**config.mk**
```make
export PLATFORM = sky130hd
export DESIGN_NAME = ipv4_address_text_scanner_unit
export DESIGN_NICKNAME = d
export VERILOG_FILES = /design/src/hw/rtl/ipv4s_pkg.sv /design/src/hw/rtl/ipv4s_step.sv /design/src/hw/rtl/ipv4s_out.sv /design/src/hw/rtl/ipv4_address_text_scanner_unit.sv
export SDC_FILE = /design/constraint.sdc
export NUM_CORES = 1
export LEC_CHECK = 0
export ABC_AREA = 0
export BUFFER_PORTS_ARGS = -buffer_cell sky130_fd_sc_hd__buf_2
export CAP_MARGIN = 0
export CORE_ASPECT_RATIO = 1.5
export CORE_MARGIN = 2
export CORE_UTILIZATION = 45
export CTS_CLUSTER_DIAMETER = 150
export DETAILED_ROUTE_END_ITERATION = 10
export GPL_ROUTABILITY_DRIVEN = 0
export PLACE_DENSITY = 0.59
export RECOVER_POWER = 25
export SETUP_SLACK_MARGIN = 0.02
export SYNTH_ARGS = -nofsm -noshare
export SYNTH_HDL_FRONTEND = slang
export SYNTH_SLANG_ARGS = --single-unit
export TNS_END_PERCENT = 20
```
**constraint.sdc**
```tcl
create_clock -name clk -period 9.29 [get_ports clk]
set_input_delay 1.858 -clock clk [delete_from_list [all_inputs] [get_ports clk]]
set_output_delay 1.858 -clock clk [all_outputs]
set_load 0.005 [all_outputs]
```
**src/hw/rtl/ipv4s_pkg.sv**
```systemverilog
`timescale 1ns / 1ps
`default_nettype none

package ipv4s_pkg;

	localparam int unsigned LEN_W = 5;
	localparam logic [LEN_W-1:0] RUN_LEN_MAX_SAT = 5'd31;
	localparam logic [LEN_W-1:0] MIN_RUN_LEN = 5'd7;
	localparam logic [LEN_W-1:0] MAX_RUN_LEN = 5'd15;

	localparam logic [7:0] CHAR_ZERO = 8'h30;
	localparam logic [7:0] CHAR_NINE = 8'h39;
	localparam logic [7:0] CHAR_DOT = 8'h2E;

	localparam logic [7:0] LOOPBACK_OCTET = 8'd127;
	localparam logic [7:0] MCAST_LO_OCTET = 8'd224;
	localparam logic [7:0] MCAST_HI_OCTET = 8'd239;
	localparam logic [31:0] ALL_ONES_ADDR = 32'hFFFF_FFFF;
	localparam logic [1:0] LAST_OCTET_IDX = 2'd3;
	localparam logic [1:0] MAX_DIGITS = 2'd3;
	localparam logic [11:0] OCTET_MAX = 12'd255;

	typedef struct packed {
		logic        in_run;
		logic        run_invalid;
		logic [4:0]  run_length;
		logic [1:0]  octet_index;
		logic [7:0]  octet_value;
		logic [1:0]  octet_digits;
		logic        octet_leading_zero;
		logic [23:0] upper_octets;
		logic        have_result;
		logic [31:0] result_address;
	} scan_state_t;

	typedef struct packed {
		logic        valid;
		logic        found;
		logic [31:0] address;
	} scan_result_t;

endpackage

`default_nettype wire

```
**src/hw/rtl/ipv4s_step.sv**
```systemverilog
`timescale 1ns / 1ps
`default_nettype none

module ipv4s_step (
	input  wire ipv4s_pkg::scan_state_t  cur,
	input  wire logic [7:0]              text_byte,
	input  wire logic                    line_end,
	output ipv4s_pkg::scan_state_t       nxt,
	output ipv4s_pkg::scan_result_t      res
);

	// Score a finished run, then clear the run fields.
	function automatic ipv4s_pkg::scan_state_t close_run(input ipv4s_pkg::scan_state_t s);
		ipv4s_pkg::scan_state_t r;
		logic [31:0] a;
		logic        usable;
		logic        skip;
		r = s;
		a = {s.upper_octets, s.octet_value};
		usable = s.in_run && !s.run_invalid && (s.octet_digits != 2'd0) &&
			(s.octet_index == ipv4s_pkg::LAST_OCTET_IDX) &&
			(s.run_length >= ipv4s_pkg::MIN_RUN_LEN) &&
			(s.run_length <= ipv4s_pkg::MAX_RUN_LEN) && !s.have_result;
		skip = (a == 32'd0) || (a == ipv4s_pkg::ALL_ONES_ADDR) ||
			(a[31:24] == ipv4s_pkg::LOOPBACK_OCTET) ||
			((a[31:24] >= ipv4s_pkg::MCAST_LO_OCTET) &&
			 (a[31:24] <= ipv4s_pkg::MCAST_HI_OCTET));
		if (usable && !skip) begin
			r.have_result = 1'b1;
			r.result_address = a;
		end
		r.in_run = 1'b0;
		r.run_invalid = 1'b0;
		r.run_length = '0;
		r.octet_index = '0;
		r.octet_value = '0;
		r.octet_digits = '0;
		r.octet_leading_zero = 1'b0;
		r.upper_octets = '0;
		return r;
	endfunction

	logic        is_digit;
	logic        is_run_byte;
	logic [3:0]  digit;
	logic [11:0] acc;
	logic        digit_bad;
	logic        dot_bad;
	ipv4s_pkg::scan_state_t took;
	ipv4s_pkg::scan_state_t fin;

	assign is_digit = (text_byte >= ipv4s_pkg::CHAR_ZERO) && (text_byte <= ipv4s_pkg::CHAR_NINE);
	assign is_run_byte = is_digit || (text_byte == ipv4s_pkg::CHAR_DOT);
	assign digit = text_byte[3:0];
	// value * 10 + digit as shift-and-add
	assign acc = {1'b0, cur.octet_value, 3'b000} + {3'b000, cur.octet_value, 1'b0} +
		{8'd0, digit};
	assign digit_bad = (cur.octet_digits >= ipv4s_pkg::MAX_DIGITS) ||
		((cur.octet_digits != 2'd0) && cur.octet_leading_zero) || (acc > ipv4s_pkg::OCTET_MAX);
	assign dot_bad = (cur.octet_digits == 2'd0) || (cur.octet_index >= ipv4s_pkg::LAST_OCTET_IDX);

	always_comb begin
		took = cur;
		if (!cur.in_run) begin
			took.in_run = 1'b1;
			took.run_invalid = !is_digit;
		end
		if (cur.run_length < ipv4s_pkg::RUN_LEN_MAX_SAT) begin
			took.run_length = cur.run_length + 5'd1;
		end
		if (!took.run_invalid) begin
			if (is_digit) begin
				if (digit_bad) begin
					took.run_invalid = 1'b1;
				end else begin
					took.octet_leading_zero = (cur.octet_digits == 2'd0) && (digit == 4'd0);
					took.octet_value = acc[7:0];
					took.octet_digits = cur.octet_digits + 2'd1;
				end
			end else begin
				if (dot_bad) begin
					took.run_invalid = 1'b1;
				end else begin
					took.upper_octets = {cur.upper_octets[15:0], cur.octet_value};
					took.octet_index = cur.octet_index + 2'd1;
					took.octet_value = '0;
					took.octet_digits = '0;
					took.octet_leading_zero = 1'b0;
				end
			end
		end

		fin = is_run_byte ? took : close_run(cur);
		if (line_end) begin
			fin = close_run(fin);
		end

		res.valid = line_end;
		res.found = fin.have_result;
		res.address = fin.have_result ? fin.result_address : 32'd0;

		nxt = fin;
		if (line_end) begin
			nxt.have_result = 1'b0;
			nxt.result_address = '0;
		end
	end

endmodule

`default_nettype wire

```
**src/hw/rtl/ipv4s_out.sv**
```systemverilog
`timescale 1ns / 1ps
`default_nettype none

module ipv4s_out (
	input  wire                          clk,
	input  wire                          arst_n,
	input  wire                          load,
	input  wire ipv4s_pkg::scan_result_t res,
	input  wire logic                    out_stall,
	output logic                         out_valid,
	output logic                         found,
	output logic [31:0]                  address
);

	logic        valid_q;
	logic        found_q;
	logic [31:0] address_q;

	always_ff @(posedge clk or negedge arst_n) begin
		if (!arst_n) begin
			valid_q <= 1'b0;
		end else if (load) begin
			valid_q <= 1'b1;
		end else if (!out_stall) begin
			valid_q <= 1'b0;
		end
	end

	// Payload holds while stalled; load is only raised when the slot frees.
	always_ff @(posedge clk) begin
		if (load) begin
			found_q <= res.found;
			address_q <= res.address;
		end
	end

	assign out_valid = valid_q;
	assign found = found_q;
	assign address = address_q;

endmodule

`default_nettype wire

```
**src/hw/rtl/ipv4_address_text_scanner_unit.sv**
```systemverilog
`timescale 1ns / 1ps
`default_nettype none
// A line's result is registered in the output slot once its last byte leaves the input register.
// Throughput: one text byte per cycle while in_stall is low; the per-byte scan update sits between the
// input register and the scan state / result registers.
// Input stalls only when a line end waits in the input register behind an untaken result.
// Reset (arst_n low, asynchronous): clears the scan state and both valid flags at once.

module ipv4_address_text_scanner_unit (
	input  wire         clk,
	input  wire         arst_n,
	input  wire         in_valid,
	output logic        in_stall,
	input  wire  [7:0]  text_byte,
	input  wire         line_end,
	output logic        out_valid,
	input  wire         out_stall,
	output logic        found,
	output logic [31:0] address
);

	// Input register: one request deep.
	logic       valid_s1;
	logic [7:0] byte_s1;
	logic       last_s1;

	// Scan state that carries across bytes of one line.
	ipv4s_pkg::scan_state_t  state_q;
	ipv4s_pkg::scan_state_t  state_nxt;
	ipv4s_pkg::scan_result_t res;

	logic out_busy;
	logic advance;
	logic fire;

	// The output slot is blocked when it holds a result nobody takes this cycle.
	assign out_busy = out_valid && out_stall;
	// Hold the stage only when it would produce a result into a blocked slot.
	assign advance = !(valid_s1 && last_s1 && out_busy);
	assign fire = valid_s1 && advance;
	assign in_stall = !advance;

	always_ff @(posedge clk or negedge arst_n) begin
		if (!arst_n) begin
			valid_s1 <= 1'b0;
		end else if (advance) begin
			valid_s1 <= in_valid;
		end
	end

	always_ff @(posedge clk) begin
		if (advance && in_valid) begin
			byte_s1 <= text_byte;
			last_s1 <= line_end;
		end
	end

	ipv4s_step u_step (
		.cur       (state_q),
		.text_byte (byte_s1),
		.line_end  (last_s1),
		.nxt       (state_nxt),
		.res       (res)
	);

	// Advance the scan state on every byte that leaves the input register.
	always_ff @(posedge clk or negedge arst_n) begin
		if (!arst_n) begin
			state_q <= '0;
		end else if (fire) begin
			state_q <= state_nxt;
		end
	end

	ipv4s_out u_out (
		.clk       (clk),
		.arst_n    (arst_n),
		.load      (fire && res.valid),
		.res       (res),
		.out_stall (out_stall),
		.out_valid (out_valid),
		.found     (found),
		.address   (address)
	);

endmodule

`default_nettype wire
```
Word-level counts from Yosys, hierarchy flattened

Index checks and enable logic that the tools add are counted.

Output and inout bits: 35
Bits of input ports: 13
Register bits after elaboration: 121
Word-level logic and storage cells: 115

Eq/ne operators: 11
Add/sub/neg operators: 5
Multiplexer cells: 19
$lt $le $gt $ge: 14
Reduce and logical (&&, ||, !) cells: 50

Operator list:

| cell                 | number |
|---|---|
| $mux 77              | 2 |
| $mux 33              | 3 |
| $mux 37              | 2 |
| $eq 32x32->1 const B | 2 |
| $logic_not 32->1     | 2 |
| $logic_and 1x1->1    | 25 |
| $mux 24              | 1 |
| $mux 11              | 2 |
| $eq 8x7->1 const B   | 2 |
| $ge 8x8->1 const B   | 2 |
| $le 8x8->1 const B   | 2 |
| $add 11x9->12        | 1 |
| $add 12x4->12        | 1 |
| $gt 12x8->1 const B  | 1 |
| $ge 5x3->1 const B   | 2 |
| $le 5x4->1 const B   | 2 |
| $logic_or 1x1->1     | 10 |
| $eq 8x6->1 const B   | 1 |
| $ge 8x6->1 const B   | 1 |
| $le 8x6->1 const B   | 1 |
| $logic_not 1->1      | 8 |
| $mux 1               | 7 |
| $add 5x1->5 const B  | 1 |
| $lt 5x5->1 const B   | 1 |
| 13 further kinds     | 17 |

Logic depth before layout (Yosys ltp)

Word-level depth: 21
Mapped depth: 17
Gate-level depth less buffers: 14

Modules after synthesis

Synthesis repeated with hierarchy kept, for this count alone.

Cell total of the unflattened synthesis: 975
Area, all modules: 8974.9 um2

By module, submodules not included:

| module                         | area each (um2) | times used | seq. area each (um2) | cells an instance |
|---|---|---|---|---|
| ipv4_address_text_scanner_unit | 4787.1          | 1          | 2222.1               | 454 |
| ipv4s_step                     | 3164.3          | 1          | 0.0                  | 486 |
| ipv4s_out                      | 1023.5          | 1          | 1016.0               | 35 |

Worst setup path after synthesis

OpenSTA, ideal clock, no wires.

Path kind: register -> register
From: reg state_q[60] (netlist bit)
To: reg u_out.address_q[31], in the netlist u_out.address[31] (data pin)
Setup time: 0.262 ns
Arrival: 3.767 ns
Stages on the path, launching flop included: 16
Clock period less this slack: 4.029 ns
Setup slack: 5.261 ns
Cells stage by stage: dfrtp_1 -> buf_2 -> inv_1 -> fa_1 -> inv_1 -> fa_1 -> a211oi_2 -> o21ai_1 -> o311ai_1 -> o21ai_0 -> and3_1 -> a221oi_1 -> nand2_1 -> o2111ai_2 -> o21bai_4 -> mux2_1

Cells in the longest elaborated chain, start to end: 18

Ends and longest elaborated chain:

| what                                            | RTL line                             | RTL |
|---|---|---|
| from (decl)                                     | ipv4_address_text_scanner_unit.sv:28 | `ipv4s_pkg::scan_state_t state_q;` |
| from (signal assigned)                          | ipv4_address_text_scanner_unit.sv:71 | `state_q <= state_nxt;` |
| $add 11x9->12                                   | ipv4s_step.sv:56                     | `assign acc = {1'b0, cur.octet_value, 3'b000} + {3'b000, cur.octet_value, 1'b0} +` |
| $add 12x4->12                                   | ipv4s_step.sv:56                     |  |
| $gt 12x8->1                                     | ipv4s_step.sv:59                     | `((cur.octet_digits != 2'd0) && cur.octet_leading_zero) \|\| (acc > ipv4s_pkg::OCTET_MAX);` |
| $logic_or 1x1->1                                | ipv4s_step.sv:59                     |  |
| $mux 1                                          | ipv4s_step.sv:73                     | `if (digit_bad) begin` |
| $mux 1                                          | ipv4s_step.sv:72                     | `if (is_digit) begin` |
| $mux 1                                          | ipv4s_step.sv:71                     | `if (!took.run_invalid) begin` |
| $mux 77 (*)                                     | ipv4s_step.sv:93                     | `fin = is_run_byte ? took : close_run(cur);` |
| branches (longest 9 deep; another with $mux 33) | -                                    |  |
| $mux 77 (*)                                     | ipv4s_step.sv:94                     | `if (line_end) begin` |
| to (signal assigned)                            | ipv4s_out.sv:33                      | `address_q <= res.address;` |
| to (decl)                                       | ipv4s_out.sv:17                      | `logic [31:0] address_q;` |

Every way passes the cells marked *. The select of a mux whose other input is x is not followed.
A chain may end at the register's enable or synchronous reset.

==> metrics.md <==
| Metric | Value |
|---|---|
| CTS sink cnt | `approximately 120` |
| Via density | `around 6.1` |
| RSZ-0062 raised after global routing | `false` |
| Fin crit share | `between 60% and 70%` |
| Tightest Hold Check Type | `reg2reg` |
| Clk_lat worst skew | `about 0.42 ns` |
| Power Density | `roughly 170 nW/um2` |
| Worst setup EP type | `async pin` |
| Worst-path cell chain | `clkbuf_1` |
| FP Rows | `55` |
| Worst setup SP type | `input port` |
| Initial antenna violation count | `0` |
| WP data required | `8.74 ns` |
| Primary FF master, synth | `dfrtp_1` |
| Cts hold-fix bufs | `0` |
| Synth-to-Final Area Change | `13.1%` |
| Post-detail-place hpwl | `12.6 mm` |
| Crit path time final | `5.60 ns` |
| Syn Area/Cell | `between 9 and 10 um2` |
| Max incr delay on CP | `~3.1 ns` |
| Layout cells sized above 1 | `about an eighth` |
| Final Skew | `roughly 0.0089 ns` |
| Worst Max-Slew Pin Slew | `between 4 and 5 ns` |
| Die area | `~16000 um2` |
| Clock buffer count from CTS | `17` |
| Setup violators final | `0` |
| Post-synth EDFFs | `42` |
| First-pass GRT wire length | `about 32 mm` |
| Leak | `2.93 nW` |
| Status | `complete, but fails checks` |
| Peak VDD IR | `around 0.00012 V` |
| Relative slew slack | `-202%` |
| Seq cells post-synth | `121` |
| Mapped Area | `6880 um2` |
| Crit path DAT | `roughly 5.1 ns` |
| Ranking of synthesized cells by area | `dfrtp_1, edfxtp_1, a22oi_1, o21ai_0, nand2_1` |
| Final setup TNS | `0 ns` |
| Synthesized net count | `around 770` |
| CTS tree | `done` |
| CTS root buf | `clkbuf_16` |
| Yosys synthesis warning count | `0` |
| Worst path bufs/invs | `1` |
| Post CTS Setup Buffer Count | `0` |
| Post-CTS Resized | `0` |
| Peak fanout along the critical path | `79` |
| Post-synth top area share | `~29%` |
| Tot GR Track Use | `between 20% and 30%` |
| Final Util | `between 50% and 60%` |
| Detailed Route WL | `slightly below 20 mm` |
| H-tree Lvls | `4` |
| Nets | `about 780` |
| Largest net degree at the start of global routing | `80` |
| Routed Antenna Nets | `0` |
| Die width | `around 100 um` |
| Post-synth top area cell | `dfrtp_1` |
| DR WL/cell | `20.6 um` |
| CP max stage cell | `clkbuf_1` |
| Fin. Hold Viols | `0` |
| Ant. Diodes | `0` |
| Initial Util | `between 40% and 50%` |
| Port buffer count | `47` |
| First-pass DRT Iterations | `5` |
| Register clock-pin slew on the reported worst setup and hold paths | `about 0.050 ns` |
| Via count | `slightly below 6000` |
| DRC violation total after the first TritonRoute iteration | `370` |
| Violated checks | `capacitance limit, slew limit` |
| Most common cell after layout, fill and taps aside | `nand2_1` |
| Die extent in y | `~160 um` |
| Vias in the first global route | `around 6100` |
| Final non-filler cell total | `958` |
| Ys async rst share | `65.3%` |
| Fmax achieved | `0.179 GHz` |
| Kind of critical path | `in2async` |
| CP top delay family | `buffers and inverters` |
| Syn Inst Count | `about 730` |
| DRC viols | `0` |
| Count of cell types in the netlist | `62` |
| Num ports | `48` |
| DP Cell Count | `~930` |
| Fillers | `1430` |
| Final Cell Area | `roughly 7800 um2` |
| Post-synthesis sequential area ratio | `between 40% and 50%` |
| Core Region | `15000 um2` |
| Max-cap violations | `1` |
| Slew Limit Fails | `80` |
| Dpl cell area | `~7200 um2` |
| Clock Tree Buf Depth | `2` |
| Most frequent cells in the layout | `nand2_1, o21ai_0, dfrtp_1` |
| Total grt overflow | `0` |
-- layer usage --
metal	routed length, um	share of wire [%]	GRT usage [%]
met1	8120	41	29.6
met2	10100	51	44.0
met3	771	3.9	4.69
met4	755	3.8	13.3
met5	0	0	0
-- state kept, by name (all words and copies together) (netlist names) --
register	count
state_q	77
u_out.address	32
byte_s1	8
last_s1	1
u_out.found	1
u_out.out_valid	1
valid_s1	1
-- cells by family (layout without fill, tap and decap cells) --
| kind of cell | Yosys count | count (layout) | share of synthesized area, % |
|---|---|---|---|
| adder cells (fa/ha/maj) | 22 | 22 | 4.22 |
| XOR/XNOR | 5 | 5 | 0.636 |
| AND/OR/NAND/NOR | 227 | 227 | 15.7 |
| flip-flops | 121 | 121 | 47.0 |
| multiplexers | 29 | 29 | 4.29 |
| AO/OA/AOI/OAI | 246 | 246 | 23.1 |
| buffers and inverters | 82 | 109 | 5.05 |
-- final timing paths --
check | startpoint | end | slack, ns | depth (start not counted)
max | arst_n | state_q[73]$_DFFE_PN0P_ | 3.69 | 1
min | state_q[75]$_DFFE_PN0P_ | state_q[75]$_DFFE_PN0P_ | 0.50 | 2
max reg2reg | state_q[60]$_DFFE_PN0P_ | u_out.address[31]$_SDFFCE_PN0P_ | 4.09 | 13
min reg2reg | state_q[75]$_DFFE_PN0P_ | state_q[75]$_DFFE_PN0P_ | 0.50 | 2
max in group clk | state_q[60]$_DFFE_PN0P_ | u_out.address[31]$_SDFFCE_PN0P_ | 4.09 | 13
min in group asynchronous | arst_n | state_q[15]$_DFFE_PN0P_ | 3.04 | 1
-- synthesized netlist by cell type (all sizes together), types with 10 or more instances --
cell type	n
a21oi	23
a22oi	63
buf	20
clkbuf	41
dfrtp	79
edfxtp	42
ha	20
inv	21
mux2i	25
nand2	101
nand2b	18
nand3	25
nand4	10
nor2	30
nor4	10
o21ai	108
-- area by class of cell --
| class | instances | area (um2) | share of cell area, % |
|---|---|---|---|
| clock buffer | 21 | 440 | 5.66 |
| clock inverter | 11 | 154 | 1.98 |
| inverter | 21 | 78.8 | 1.01 |
| multi-input combinational | 529 | 3330 | 42.7 |
| sequential | 121 | 3240 | 41.6 |
| tap | 199 | 249 | 3.20 |
| timing repair buffer | 56 | 300 | 3.86 |
-- report_power, final --
group | internal (mW) | switching (mW)
clock | 0.444 | 0.231
combinational | 0.0139 | 0.0432
sequential | 0.565 | 0.00601
-- per-stage QoR --
step | hold slack [ns] | power (mW) | setup slack (ns)
2_1_floorplan | 0.450 | 0.608 | 5.26
3_3_place_gp | 0.486 | 0.639 | 4.48
3_5_place_dp | 0.490 | 0.640 | 4.21
4_1_cts | 0.505 | 1.31 | 4.20
5_1_grt | 0.513 | 1.34 | 2.78
6_report | 0.503 | 1.30 | 3.69
-- worst min-delay path: stages (launching register included) --
cell	delay [ns]
dfrtp_1	0.36
nand2_1	0.05
o31ai_1	0.06
Note: power is estimated with default switching activity, not from simulation.
